===== src/hdl/assert_macros.svh =====
// Assertion macros shared by the lens undistortion RTL.
`ifndef ASSERT_MACROS_SVH
`define ASSERT_MACROS_SVH
`ifndef SYNTHESIS
// Clocked property, disabled while reset is asserted.
`define LPU_ASSERT(lbl, prop, msg) \
	lbl: assert property (@(posedge clk) disable iff (!arst_n) (prop)) else $error(msg);
// Same-cycle implication.
`define LPU_IMPLY(lbl, ante, cons, msg) \
	`LPU_ASSERT(lbl, (ante) |-> (cons), msg)
// Next-cycle implication.
`define LPU_NEXT(lbl, ante, cons, msg) \
	`LPU_ASSERT(lbl, (ante) |=> (cons), msg)
`else
`define LPU_ASSERT(lbl, prop, msg)
`define LPU_IMPLY(lbl, ante, cons, msg)
`define LPU_NEXT(lbl, ante, cons, msg)
`endif
`endif


===== src/hdl/lpu_pkg.sv =====
// Package: types, micro-program and helpers of the lens undistortion block.
`timescale 1ns / 1ps
package lpu_pkg;

	localparam int LPU_MAX_ITER  = 10;
	localparam int LPU_RAM_DEPTH = 16;
	localparam int LPU_RAM_WIDTH = 32;

	localparam logic [31:0] Q_ONE = 32'h1000_0000;

	typedef enum logic [3:0] {
		OP_QMUL, OP_QADD, OP_QSUB, OP_DBL, OP_INV, OP_NORM,
		OP_PIXE, OP_SQ, OP_CONV, OP_OUTP
	} op_t;

	typedef enum logic [2:0] {
		B_RAM, B_K1, B_K2, B_K3, B_P1, B_P2, B_ONE, B_ZERO
	} bsel_t;

	typedef enum logic {AX_X, AX_Y} axis_t;

	typedef enum logic [2:0] {
		S_IDLE, S_READ, S_EXEC, S_DIV, S_OUT
	} state_t;

	typedef enum logic [2:0] {
		REG_FOCAL_X, REG_FOCAL_Y, REG_PRINCIPAL, REG_K1,
		REG_K2, REG_P1, REG_P2, REG_K3
	} reg_idx_t;

	typedef struct packed {
		op_t        op;
		logic [3:0] dst;
		logic [3:0] a;
		logic [3:0] b;
		bsel_t      bsel;
		axis_t      axis;
	} uop_t;

	typedef struct packed {
		logic [31:0]        fx;
		logic [31:0]        fy;
		logic [15:0]        cx;
		logic [15:0]        cy;
		logic signed [31:0] k1;
		logic signed [31:0] k2;
		logic signed [31:0] k3;
		logic signed [31:0] p1;
		logic signed [31:0] p2;
	} cfg_t;

	typedef struct packed {
		logic [24:0] num_hi;
		logic [31:0] den;
		logic        neg;
	} div_req_t;

	// scratch slots
	localparam logic [3:0] R_X0 = 4'd0;
	localparam logic [3:0] R_Y0 = 4'd1;
	localparam logic [3:0] R_X  = 4'd2;
	localparam logic [3:0] R_Y  = 4'd3;
	localparam logic [3:0] T4   = 4'd4;
	localparam logic [3:0] T5   = 4'd5;
	localparam logic [3:0] T6   = 4'd6;
	localparam logic [3:0] T7   = 4'd7;
	localparam logic [3:0] T8   = 4'd8;
	localparam logic [3:0] T9   = 4'd9;
	localparam logic [3:0] T10  = 4'd10;
	localparam logic [3:0] T11  = 4'd11;
	localparam logic [3:0] T12  = 4'd12;
	localparam logic [3:0] T13  = 4'd13;
	localparam logic [3:0] T14  = 4'd14;

	localparam logic [5:0] PC_FIRST = 6'd0;
	localparam logic [5:0] PC_LOOP  = 6'd4;
	localparam logic [5:0] PC_EPI   = 6'd62;
	localparam logic [5:0] PC_LAST  = 6'd63;

	function automatic uop_t mk(input op_t op, input logic [3:0] dst,
			input logic [3:0] a, input logic [3:0] b, input bsel_t bsel,
			input axis_t axis);
		uop_t u;
		u.op = op;
		u.dst = dst;
		u.a = a;
		u.b = b;
		u.bsel = bsel;
		u.axis = axis;
		return u;
	endfunction

	// micro-program: prologue, one undistortion pass, epilogue
	function automatic uop_t lpu_uop(input logic [5:0] pc);
		uop_t u;
		unique case (pc)
			6'd0:  u = mk(OP_NORM, R_X0, R_X0, R_X0, B_RAM, AX_X);
			6'd1:  u = mk(OP_NORM, R_Y0, R_Y0, R_Y0, B_RAM, AX_Y);
			6'd2:  u = mk(OP_QADD, R_X, R_X0, R_X0, B_ZERO, AX_X);
			6'd3:  u = mk(OP_QADD, R_Y, R_Y0, R_Y0, B_ZERO, AX_X);
			6'd4:  u = mk(OP_QMUL, T4, R_X, R_X, B_RAM, AX_X);
			6'd5:  u = mk(OP_QMUL, T5, R_Y, R_Y, B_RAM, AX_X);
			6'd6:  u = mk(OP_QADD, T6, T4, T5, B_RAM, AX_X);
			6'd7:  u = mk(OP_QMUL, T7, T6, T6, B_K3, AX_X);
			6'd8:  u = mk(OP_QADD, T7, T7, T7, B_K2, AX_X);
			6'd9:  u = mk(OP_QMUL, T7, T7, T6, B_RAM, AX_X);
			6'd10: u = mk(OP_QADD, T7, T7, T7, B_K1, AX_X);
			6'd11: u = mk(OP_QMUL, T7, T7, T6, B_RAM, AX_X);
			6'd12: u = mk(OP_QADD, T7, T7, T7, B_ONE, AX_X);
			6'd13: u = mk(OP_INV, T7, T7, T7, B_RAM, AX_X);
			6'd14: u = mk(OP_QMUL, T8, R_X, R_Y, B_RAM, AX_X);
			6'd15: u = mk(OP_DBL, T8, T8, T8, B_RAM, AX_X);
			6'd16: u = mk(OP_DBL, T9, T4, T4, B_RAM, AX_X);
			6'd17: u = mk(OP_QADD, T9, T6, T9, B_RAM, AX_X);
			6'd18: u = mk(OP_DBL, T10, T5, T5, B_RAM, AX_X);
			6'd19: u = mk(OP_QADD, T10, T6, T10, B_RAM, AX_X);
			6'd20: u = mk(OP_QMUL, T11, T8, T8, B_P1, AX_X);
			6'd21: u = mk(OP_QMUL, T12, T9, T9, B_P2, AX_X);
			6'd22: u = mk(OP_QADD, T11, T11, T12, B_RAM, AX_X);
			6'd23: u = mk(OP_QMUL, T12, T10, T10, B_P1, AX_X);
			6'd24: u = mk(OP_QMUL, T13, T8, T8, B_P2, AX_X);
			6'd25: u = mk(OP_QADD, T12, T12, T13, B_RAM, AX_X);
			6'd26: u = mk(OP_QSUB, T13, R_X0, T11, B_RAM, AX_X);
			6'd27: u = mk(OP_QMUL, R_X, T13, T7, B_RAM, AX_X);
			6'd28: u = mk(OP_QSUB, T13, R_Y0, T12, B_RAM, AX_X);
			6'd29: u = mk(OP_QMUL, R_Y, T13, T7, B_RAM, AX_X);
			6'd30: u = mk(OP_QMUL, T4, R_X, R_X, B_RAM, AX_X);
			6'd31: u = mk(OP_QMUL, T5, R_Y, R_Y, B_RAM, AX_X);
			6'd32: u = mk(OP_QADD, T6, T4, T5, B_RAM, AX_X);
			6'd33: u = mk(OP_QMUL, T9, T6, T6, B_RAM, AX_X);
			6'd34: u = mk(OP_QMUL, T10, T9, T6, B_RAM, AX_X);
			6'd35: u = mk(OP_QMUL, T8, R_X, R_Y, B_RAM, AX_X);
			6'd36: u = mk(OP_DBL, T8, T8, T8, B_RAM, AX_X);
			6'd37: u = mk(OP_DBL, T11, T4, T4, B_RAM, AX_X);
			6'd38: u = mk(OP_QADD, T11, T6, T11, B_RAM, AX_X);
			6'd39: u = mk(OP_DBL, T12, T5, T5, B_RAM, AX_X);
			6'd40: u = mk(OP_QADD, T12, T6, T12, B_RAM, AX_X);
			6'd41: u = mk(OP_QMUL, T13, T6, T6, B_K1, AX_X);
			6'd42: u = mk(OP_QADD, T13, T13, T13, B_ONE, AX_X);
			6'd43: u = mk(OP_QMUL, T14, T9, T9, B_K2, AX_X);
			6'd44: u = mk(OP_QADD, T13, T13, T14, B_RAM, AX_X);
			6'd45: u = mk(OP_QMUL, T14, T10, T10, B_K3, AX_X);
			6'd46: u = mk(OP_QADD, T13, T13, T14, B_RAM, AX_X);
			6'd47: u = mk(OP_QMUL, T4, R_X, T13, B_RAM, AX_X);
			6'd48: u = mk(OP_QMUL, T5, T8, T8, B_P1, AX_X);
			6'd49: u = mk(OP_QADD, T4, T4, T5, B_RAM, AX_X);
			6'd50: u = mk(OP_QMUL, T5, T11, T11, B_P2, AX_X);
			6'd51: u = mk(OP_QADD, T4, T4, T5, B_RAM, AX_X);
			6'd52: u = mk(OP_QMUL, T5, R_Y, T13, B_RAM, AX_X);
			6'd53: u = mk(OP_QMUL, T9, T12, T12, B_P1, AX_X);
			6'd54: u = mk(OP_QADD, T5, T5, T9, B_RAM, AX_X);
			6'd55: u = mk(OP_QMUL, T9, T8, T8, B_P2, AX_X);
			6'd56: u = mk(OP_QADD, T5, T5, T9, B_RAM, AX_X);
			6'd57: u = mk(OP_PIXE, T4, T4, T4, B_RAM, AX_X);
			6'd58: u = mk(OP_PIXE, T5, T5, T5, B_RAM, AX_Y);
			6'd59: u = mk(OP_SQ, T4, T4, T4, B_RAM, AX_X);
			6'd60: u = mk(OP_SQ, T5, T5, T5, B_RAM, AX_X);
			6'd61: u = mk(OP_CONV, T4, T4, T5, B_RAM, AX_X);
			6'd62: u = mk(OP_OUTP, T4, R_X, R_X, B_RAM, AX_X);
			6'd63: u = mk(OP_OUTP, T5, R_Y, R_Y, B_RAM, AX_Y);
			default: u = mk(OP_OUTP, T5, R_Y, R_Y, B_RAM, AX_Y);
		endcase
		return u;
	endfunction

	function automatic logic [31:0] sat32(input logic signed [65:0] v);
		logic [31:0] r;
		if (v > 66'sd2147483647)
			r = 32'h7fff_ffff;
		else if (v < -66'sd2147483648)
			r = 32'h8000_0000;
		else
			r = v[31:0];
		return r;
	endfunction

endpackage


===== src/hdl/lpu_div.sv =====
// Radix-2 restoring divider with signed, saturated 32-bit quotient.
`timescale 1ns / 1ps
module lpu_div
	import lpu_pkg::*;
(
	input  logic        clk,
	input  logic        arst_n,
	input  logic        start,
	input  div_req_t    req,
	output logic        busy,
	output logic        done,
	output logic [31:0] quo
);

	logic        busy_q;
	logic [5:0]  cnt_q;
	logic [31:0] rem_q, den_q, quo_q;
	logic        neg_q, ovf_q;
	logic [32:0] rem2;
	logic        qbit;
	logic [31:0] rem_nxt;

	always_ff @(posedge clk or negedge arst_n) begin
		if (!arst_n) begin
			busy_q <= 1'b0;
			cnt_q  <= '0;
		end else if (start) begin
			busy_q <= 1'b1;
			cnt_q  <= 6'd32;
		end else if (busy_q) begin
			if (cnt_q != 6'd0)
				cnt_q <= cnt_q - 6'd1;
			else
				busy_q <= 1'b0;
		end
	end

	assign rem2    = {rem_q, 1'b0};
	assign qbit    = rem2 >= {1'b0, den_q};
	assign rem_nxt = qbit ? 32'(rem2 - {1'b0, den_q}) : rem2[31:0];

	// quotient >= 2^32 is flagged up front; only 32 quotient bits are formed
	always_ff @(posedge clk) begin
		if (start) begin
			rem_q <= {7'd0, req.num_hi};
			den_q <= req.den;
			neg_q <= req.neg;
			ovf_q <= {7'd0, req.num_hi} >= req.den;
			quo_q <= '0;
		end else if (busy_q && cnt_q != 6'd0) begin
			rem_q <= rem_nxt;
			quo_q <= {quo_q[30:0], qbit};
		end
	end

	assign busy = busy_q;
	assign done = busy_q && (cnt_q == 6'd0);

	always_comb begin
		priority if (ovf_q)
			quo = neg_q ? 32'h8000_0000 : 32'h7fff_ffff;
		else if (neg_q)
			quo = (quo_q > 32'h8000_0000) ? 32'h8000_0000 : (~quo_q + 32'd1);
		else
			quo = quo_q[31] ? 32'h7fff_ffff : quo_q;
	end

endmodule


===== config.mk =====
export PLATFORM = sky130hd
export DESIGN_NAME = lpu_div
export DESIGN_NICKNAME = d
export VERILOG_FILES = /design/src/hdl/assert_macros.svh /design/src/hdl/lpu_pkg.sv /design/src/hdl/lpu_div.sv
export SDC_FILE = /design/constraint.sdc
export NUM_CORES = 1
export LEC_CHECK = 0
export BUFFER_PORTS_ARGS = -buffer_cell sky130_fd_sc_hd__buf_4
export CAP_MARGIN = 15
export CORE_ASPECT_RATIO = 1.1
export CORE_MARGIN = 2
export CORE_UTILIZATION = 35
export DETAILED_ROUTE_END_ITERATION = 10
export MAX_ROUTING_LAYER = met4
export PLACE_DENSITY = 0.52
export SLEW_MARGIN = 20
export SYNTH_ARGS = -nofsm -noshare
export SYNTH_HDL_FRONTEND = slang
export SYNTH_SLANG_ARGS = --single-unit
export TNS_END_PERCENT = 30

===== constraint.sdc =====
create_clock -name clk -period 6.7 [get_ports clk]
set_clock_uncertainty 0.05 [all_clocks]
set_input_delay 1.005 -clock clk [delete_from_list [all_inputs] [get_ports clk]]
set_output_delay 1.005 -clock clk [all_outputs]
set_load 0.03 [all_outputs]

==> reports/metrics.json <==
{
  "cts_made_buffers": {"value": 9},
  "netlist.area_leader.share": {"value": 23.8, "unit": "%"},
  "port_buffers": {"value": 94},
  "yosys_register_bits": {"value": 105},
  "layout-drive-gt1-share": {"value": 13.7, "unit": "%"},
  "min_path_type": {"value": "primary input to async pin"},
  "synth.largest_area_cell": {"value": "sky130_fd_sc_hd__edfxtp_1"},
  "crit_path_top_delay_cell": {"value": "sky130_fd_sc_hd__or2_1"},
  "finalHoldViolations": {"value": 0},
  "syn2layout_area_growth": {"value": 16.3, "unit": "%"},
  "worstPathMaxFanout": {"value": 31},
  "num-nets-final": {"value": 1067},
  "rows": {"value": 55},
  "cts-hold-fix-buffers": {"value": 0},
  "cts_setup_buffers": {"value": 0},
  "startpoint_type": {"value": "flip-flop"},
  "synth_area_per_cell": {"value": 8.42, "unit": "um^2"},
  "finalSetupViolCount": {"value": 0},
  "r2r_end": {"value": "rem_q[1]$_DFFE_PP_"},
  "yosysSeqAreaShare": {"value": 36.7, "unit": "%"},
  "post_synth_fa_ha_maj_area_fraction": {"value": 10.4, "unit": "%"},
  "drv_cap": {"value": 0},
  "yosys.cell_types.count": {"value": 60},
  "worst_endpoint_required_time": {"value": 5640, "unit": "ps"},
  "global_route_wire_length_before_repair": {"value": 31600, "unit": "um"},
  "via_per_inst": {"value": 5.27},
  "initial_core_utilization": {"value": 35.9, "unit": "%"},
  "fin_setup_tns": {"value": 0, "unit": "ps"},
  "async_reset_ff_share": {"value": 6.67, "unit": "%"},
  "boundaryPins": {"value": 95},
  "drt_pass1_iterations": {"value": 5},
  "detail_route.wl_per_cell": {"value": 15.1, "unit": "um"},
  "totalWireLength": {"value": 18600, "unit": "um"},
  "critical_path.cell_chain": {"value": "inv_1 > ha_1 > or3b_1 > nor4_4 > nand3_2 > nor4_4 > nand2_1 > a21o_1 > or2_1 > or3b_1 > nand3_1 > buf_4"},
  "layout_worst_path_cycle_share": {"value": 80.6, "unit": "%"},
  "die_h": {"value": 157, "unit": "um"},
  "remaining_drcs": {"value": 0},
  "post_synthesis_net_count": {"value": 1005},
  "finalCriticalPeriod": {"value": 5400, "unit": "ps"},
  "timing.hold.ws": {"value": 409, "unit": "ps"},
  "htree_num_levels": {"value": 3},
  "worst-endpoint-arrival": {"value": 4340, "unit": "ps"},
  "total_power": {"value": 0.00326, "unit": "W"},
  "die_area": {"value": 22400, "unit": "um^2"},
  "synth.yosys.warnings": {"value": 0},
  "leakage": {"value": 3.73, "unit": "nW"},
  "num-fill-cells": {"value": 2151},
  "timing.final.max_slew_violations": {"value": 0},
  "power_density": {"value": 377, "unit": "nW/um^2"},
  "global_route.overflow_total": {"value": 0},
  "postCtsResizedCells": {"value": 0},
  "worst_slew_pin_slew": {"value": 1040, "unit": "ps"},
  "syn_area": {"value": 7430, "unit": "um^2"},
  "xor_xnor_portion_of_the_synthesized_cell_area": {"value": 4.01, "unit": "%"},
  "netlist_top_cells_area": {"value": "sky130_fd_sc_hd__edfxtp_1 24%, sky130_fd_sc_hd__dfxtp_1 11%, sky130_fd_sc_hd__ha_1 10%"},
  "peakVddDrop": {"value": 0.148, "unit": "mV"},
  "layout.cells.non_filler": {"value": 1235},
  "regToRegSetupSlack": {"value": 2450, "unit": "ps"},
  "gr-usage-all-layers": {"value": 17.8, "unit": "%"},
  "critical_path.endpoint_type": {"value": "output port"},
  "setup.worst_path.class": {"value": "flip-flop to output port"},
  "ys_flop_type": {"value": "sky130_fd_sc_hd__edfxtp_1"},
  "place_congestion": {"value": 0.867},
  "ant_cells": {"value": 0},
  "r2r.worst_path.cells": {"value": 11},
  "post_synthesis_compound_gate_area_fraction": {"value": 21.0, "unit": "%"},
  "clock_tree.buffer_depth": {"value": 2},
  "slowest_delay": {"value": 740, "unit": "ps"},
  "ant_nets": {"value": 0},
  "cts.sinks": {"value": 105},
  "slew_headroom": {"value": 30.9, "unit": "%"},
  "fmax": {"value": 185, "unit": "MHz"},
  "grt_setup_unrepaired": {"value": "no"},
  "worst_skew_pair.late_latency": {"value": 350, "unit": "ps"},
  "synth.mux.area_fraction": {"value": 1.36, "unit": "%"},
  "synth-edff-count": {"value": 59},
  "synth_cells": {"value": 883},
  "worst_r2r_startpoint": {"value": "rem_q[7]$_DFFE_PP_"},
  "synth_top_family_by_area": {"value": "compound AO/OA/AOI/OAI gates"},
  "core_region_area": {"value": 20700, "unit": "um^2"},
  "vias": {"value": 6509},
  "outcome": {"value": "completed"},
  "cts.reportedPaths.clkPinSlew": {"value": 80, "unit": "ps"},
  "grt_max_degree": {"value": 66},
  "numPlacedInstances": {"value": 1219},
  "tritoncts": {"value": "yes"},
  "first_global_vias": {"value": 6216},
  "fp.dieW": {"value": 143, "unit": "um"},
  "initialDrtViolationCount": {"value": 375},
  "post_synth_and_or_nand_nor_area_fraction": {"value": 19.6, "unit": "%"},
  "crit_start": {"value": "quo_q[0]$_SDFFE_PP0P_"},
  "clk_root_buffer_cell": {"value": "sky130_fd_sc_hd__clkbuf_16"},
  "timing.critical_path.to": {"value": "quo[30]"},
  "hpwl_dp": {"value": 13500, "unit": "um"},
  "antenna_found_initial": {"value": 0}
}
worst min-delay path by stage:
stage                                   to  slack (ps)  cells after the start
floorplan           rem_q[28]$_SDFFE_PP0P_         410                      2
global placement     quo_q[1]$_SDFFE_PP0P_         440                      2
detailed placement   quo_q[1]$_SDFFE_PP0P_         450                      2
CTS                   cnt_q[2]$_DFFE_PN0P_         390                      1
global route          cnt_q[1]$_DFFE_PN0P_         390                      1
finish                cnt_q[1]$_DFFE_PN0P_         410                      1
layer usage:
layer | part of all wire, % | global-route usage, % | routed length, um
met5 | 0 | - | 0
met4 | 1.9 | 4.90 | 363
met3 | 3.9 | 2.54 | 733
met2 | 47 | 28.3 | 8750
met1 | 47 | 23.7 | 8780
where the power goes:
part	total, W	internal (W)	switching [W]	leakage [nW]
clock network	0.000536	0.000298	0.000238	0.146
registers	0.000925	0.000840	0.0000850	1.00
logic	0.00180	0.000703	0.00109	2.58
total	0.00326	0.00184	0.00142	3.73
state kept, by name, summed over array words and instances (netlist names):
name   flops
den_q     32
neg_q      1
cnt_q      6
rem_q     32
ovf_q      1
busy       1
quo_q     32
critical path, delay by kind of cell (launching register included):
kind                     cells  cell delay (ps)
AND/OR/NAND/NOR              8             2670
flip-flops                   1              350
buffers and inverters        2              250
adder cells (fa/ha/maj)      1              180
AO/OA/AOI/OAI                1              530
cell usage in the layout, fill, tap and decap left out, types with 10 or more instances in the layout:
master                      Yosys  final
sky130_fd_sc_hd__a21o_1        16     16
sky130_fd_sc_hd__a21oi_1       80     79
sky130_fd_sc_hd__buf_4          1    100
sky130_fd_sc_hd__clkbuf_16      0     11
sky130_fd_sc_hd__dfxtp_1       39     39
sky130_fd_sc_hd__edfxtp_1      59     59
sky130_fd_sc_hd__ha_1          60     60
sky130_fd_sc_hd__inv_1         80     80
sky130_fd_sc_hd__nand2_1      135    135
sky130_fd_sc_hd__nand3_1       31     31
sky130_fd_sc_hd__nand4_1       10     10
sky130_fd_sc_hd__nor2_1        39     39
sky130_fd_sc_hd__nor3_1        24     24
sky130_fd_sc_hd__nor4_1        14     14
sky130_fd_sc_hd__o21ai_0       51     50
sky130_fd_sc_hd__o311ai_0      23     23
sky130_fd_sc_hd__o311ai_1      18     18
sky130_fd_sc_hd__o31ai_1       11     11
sky130_fd_sc_hd__xnor2_1       16     16
sky130_fd_sc_hd__xor2_1        18     18
layout make-up:
type,instances,area [um^2],share of cell area (%)
inverter,80,300,3.47
tap,285,357,4.12
clock inverter,3,21.3,0.246
clock buffer,13,283,3.27
multi-input combinational,649,4210,48.7
timing repair buffer,100,751,8.68
sequential,105,2730,31.5
cells in the mapped netlist (2+ instances only):
master,count
sky130_fd_sc_hd__nor2b_1,9
sky130_fd_sc_hd__nand2b_1,6
sky130_fd_sc_hd__buf_1,4
sky130_fd_sc_hd__dfrtp_1,7
sky130_fd_sc_hd__nand4_1,10
sky130_fd_sc_hd__mux2i_1,9
sky130_fd_sc_hd__o311ai_0,23
sky130_fd_sc_hd__xor2_1,18
sky130_fd_sc_hd__o211ai_1,2
sky130_fd_sc_hd__inv_1,80
sky130_fd_sc_hd__o31ai_1,11
sky130_fd_sc_hd__nor4_1,14
sky130_fd_sc_hd__or3_1,5
sky130_fd_sc_hd__o311ai_2,2
sky130_fd_sc_hd__nor3_1,24
sky130_fd_sc_hd__nand2_1,135
sky130_fd_sc_hd__o21a_1,2
sky130_fd_sc_hd__o21ai_0,51
sky130_fd_sc_hd__and2_1,4
sky130_fd_sc_hd__nor4_4,2
sky130_fd_sc_hd__xnor2_1,16
sky130_fd_sc_hd__buf_2,3
sky130_fd_sc_hd__a21boi_0,4
sky130_fd_sc_hd__edfxtp_1,59
sky130_fd_sc_hd__a41oi_1,3
sky130_fd_sc_hd__a31o_2,3
sky130_fd_sc_hd__a211oi_1,3
sky130_fd_sc_hd__or4_1,6
sky130_fd_sc_hd__buf_6,4
sky130_fd_sc_hd__clkbuf_1,37
sky130_fd_sc_hd__dfxtp_1,39
sky130_fd_sc_hd__o311ai_1,18
sky130_fd_sc_hd__o21bai_1,4
sky130_fd_sc_hd__nor2_1,39
sky130_fd_sc_hd__or2_2,3
sky130_fd_sc_hd__ha_1,60
sky130_fd_sc_hd__and4_1,3
sky130_fd_sc_hd__and3_1,5
sky130_fd_sc_hd__a31oi_1,8
sky130_fd_sc_hd__o22ai_1,2
sky130_fd_sc_hd__or3b_1,3
sky130_fd_sc_hd__nand3_1,31
sky130_fd_sc_hd__a21o_1,16
sky130_fd_sc_hd__a21oi_1,80
logic make-up after synthesis:
| group | Yosys count |
|---|---|
| adder cells (fa/ha/maj) | 61 |
| buffers and inverters | 129 |
| flip-flops | 105 |
| multiplexers | 10 |
| XOR/XNOR | 34 |
| AND/OR/NAND/NOR | 303 |
| AO/OA/AOI/OAI | 241 |
metrics by stage:
stage	cell area, um^2	util (%)	setup slack, ps
global route	8650	41.7	922
detailed placement	8330	40.2	1660
finish	8650	41.7	1300
floorplan	7430	-	2150
global placement	8330	40.2	1760
CTS	8640	41.7	1260
Power figures use the tool's default switching activity.
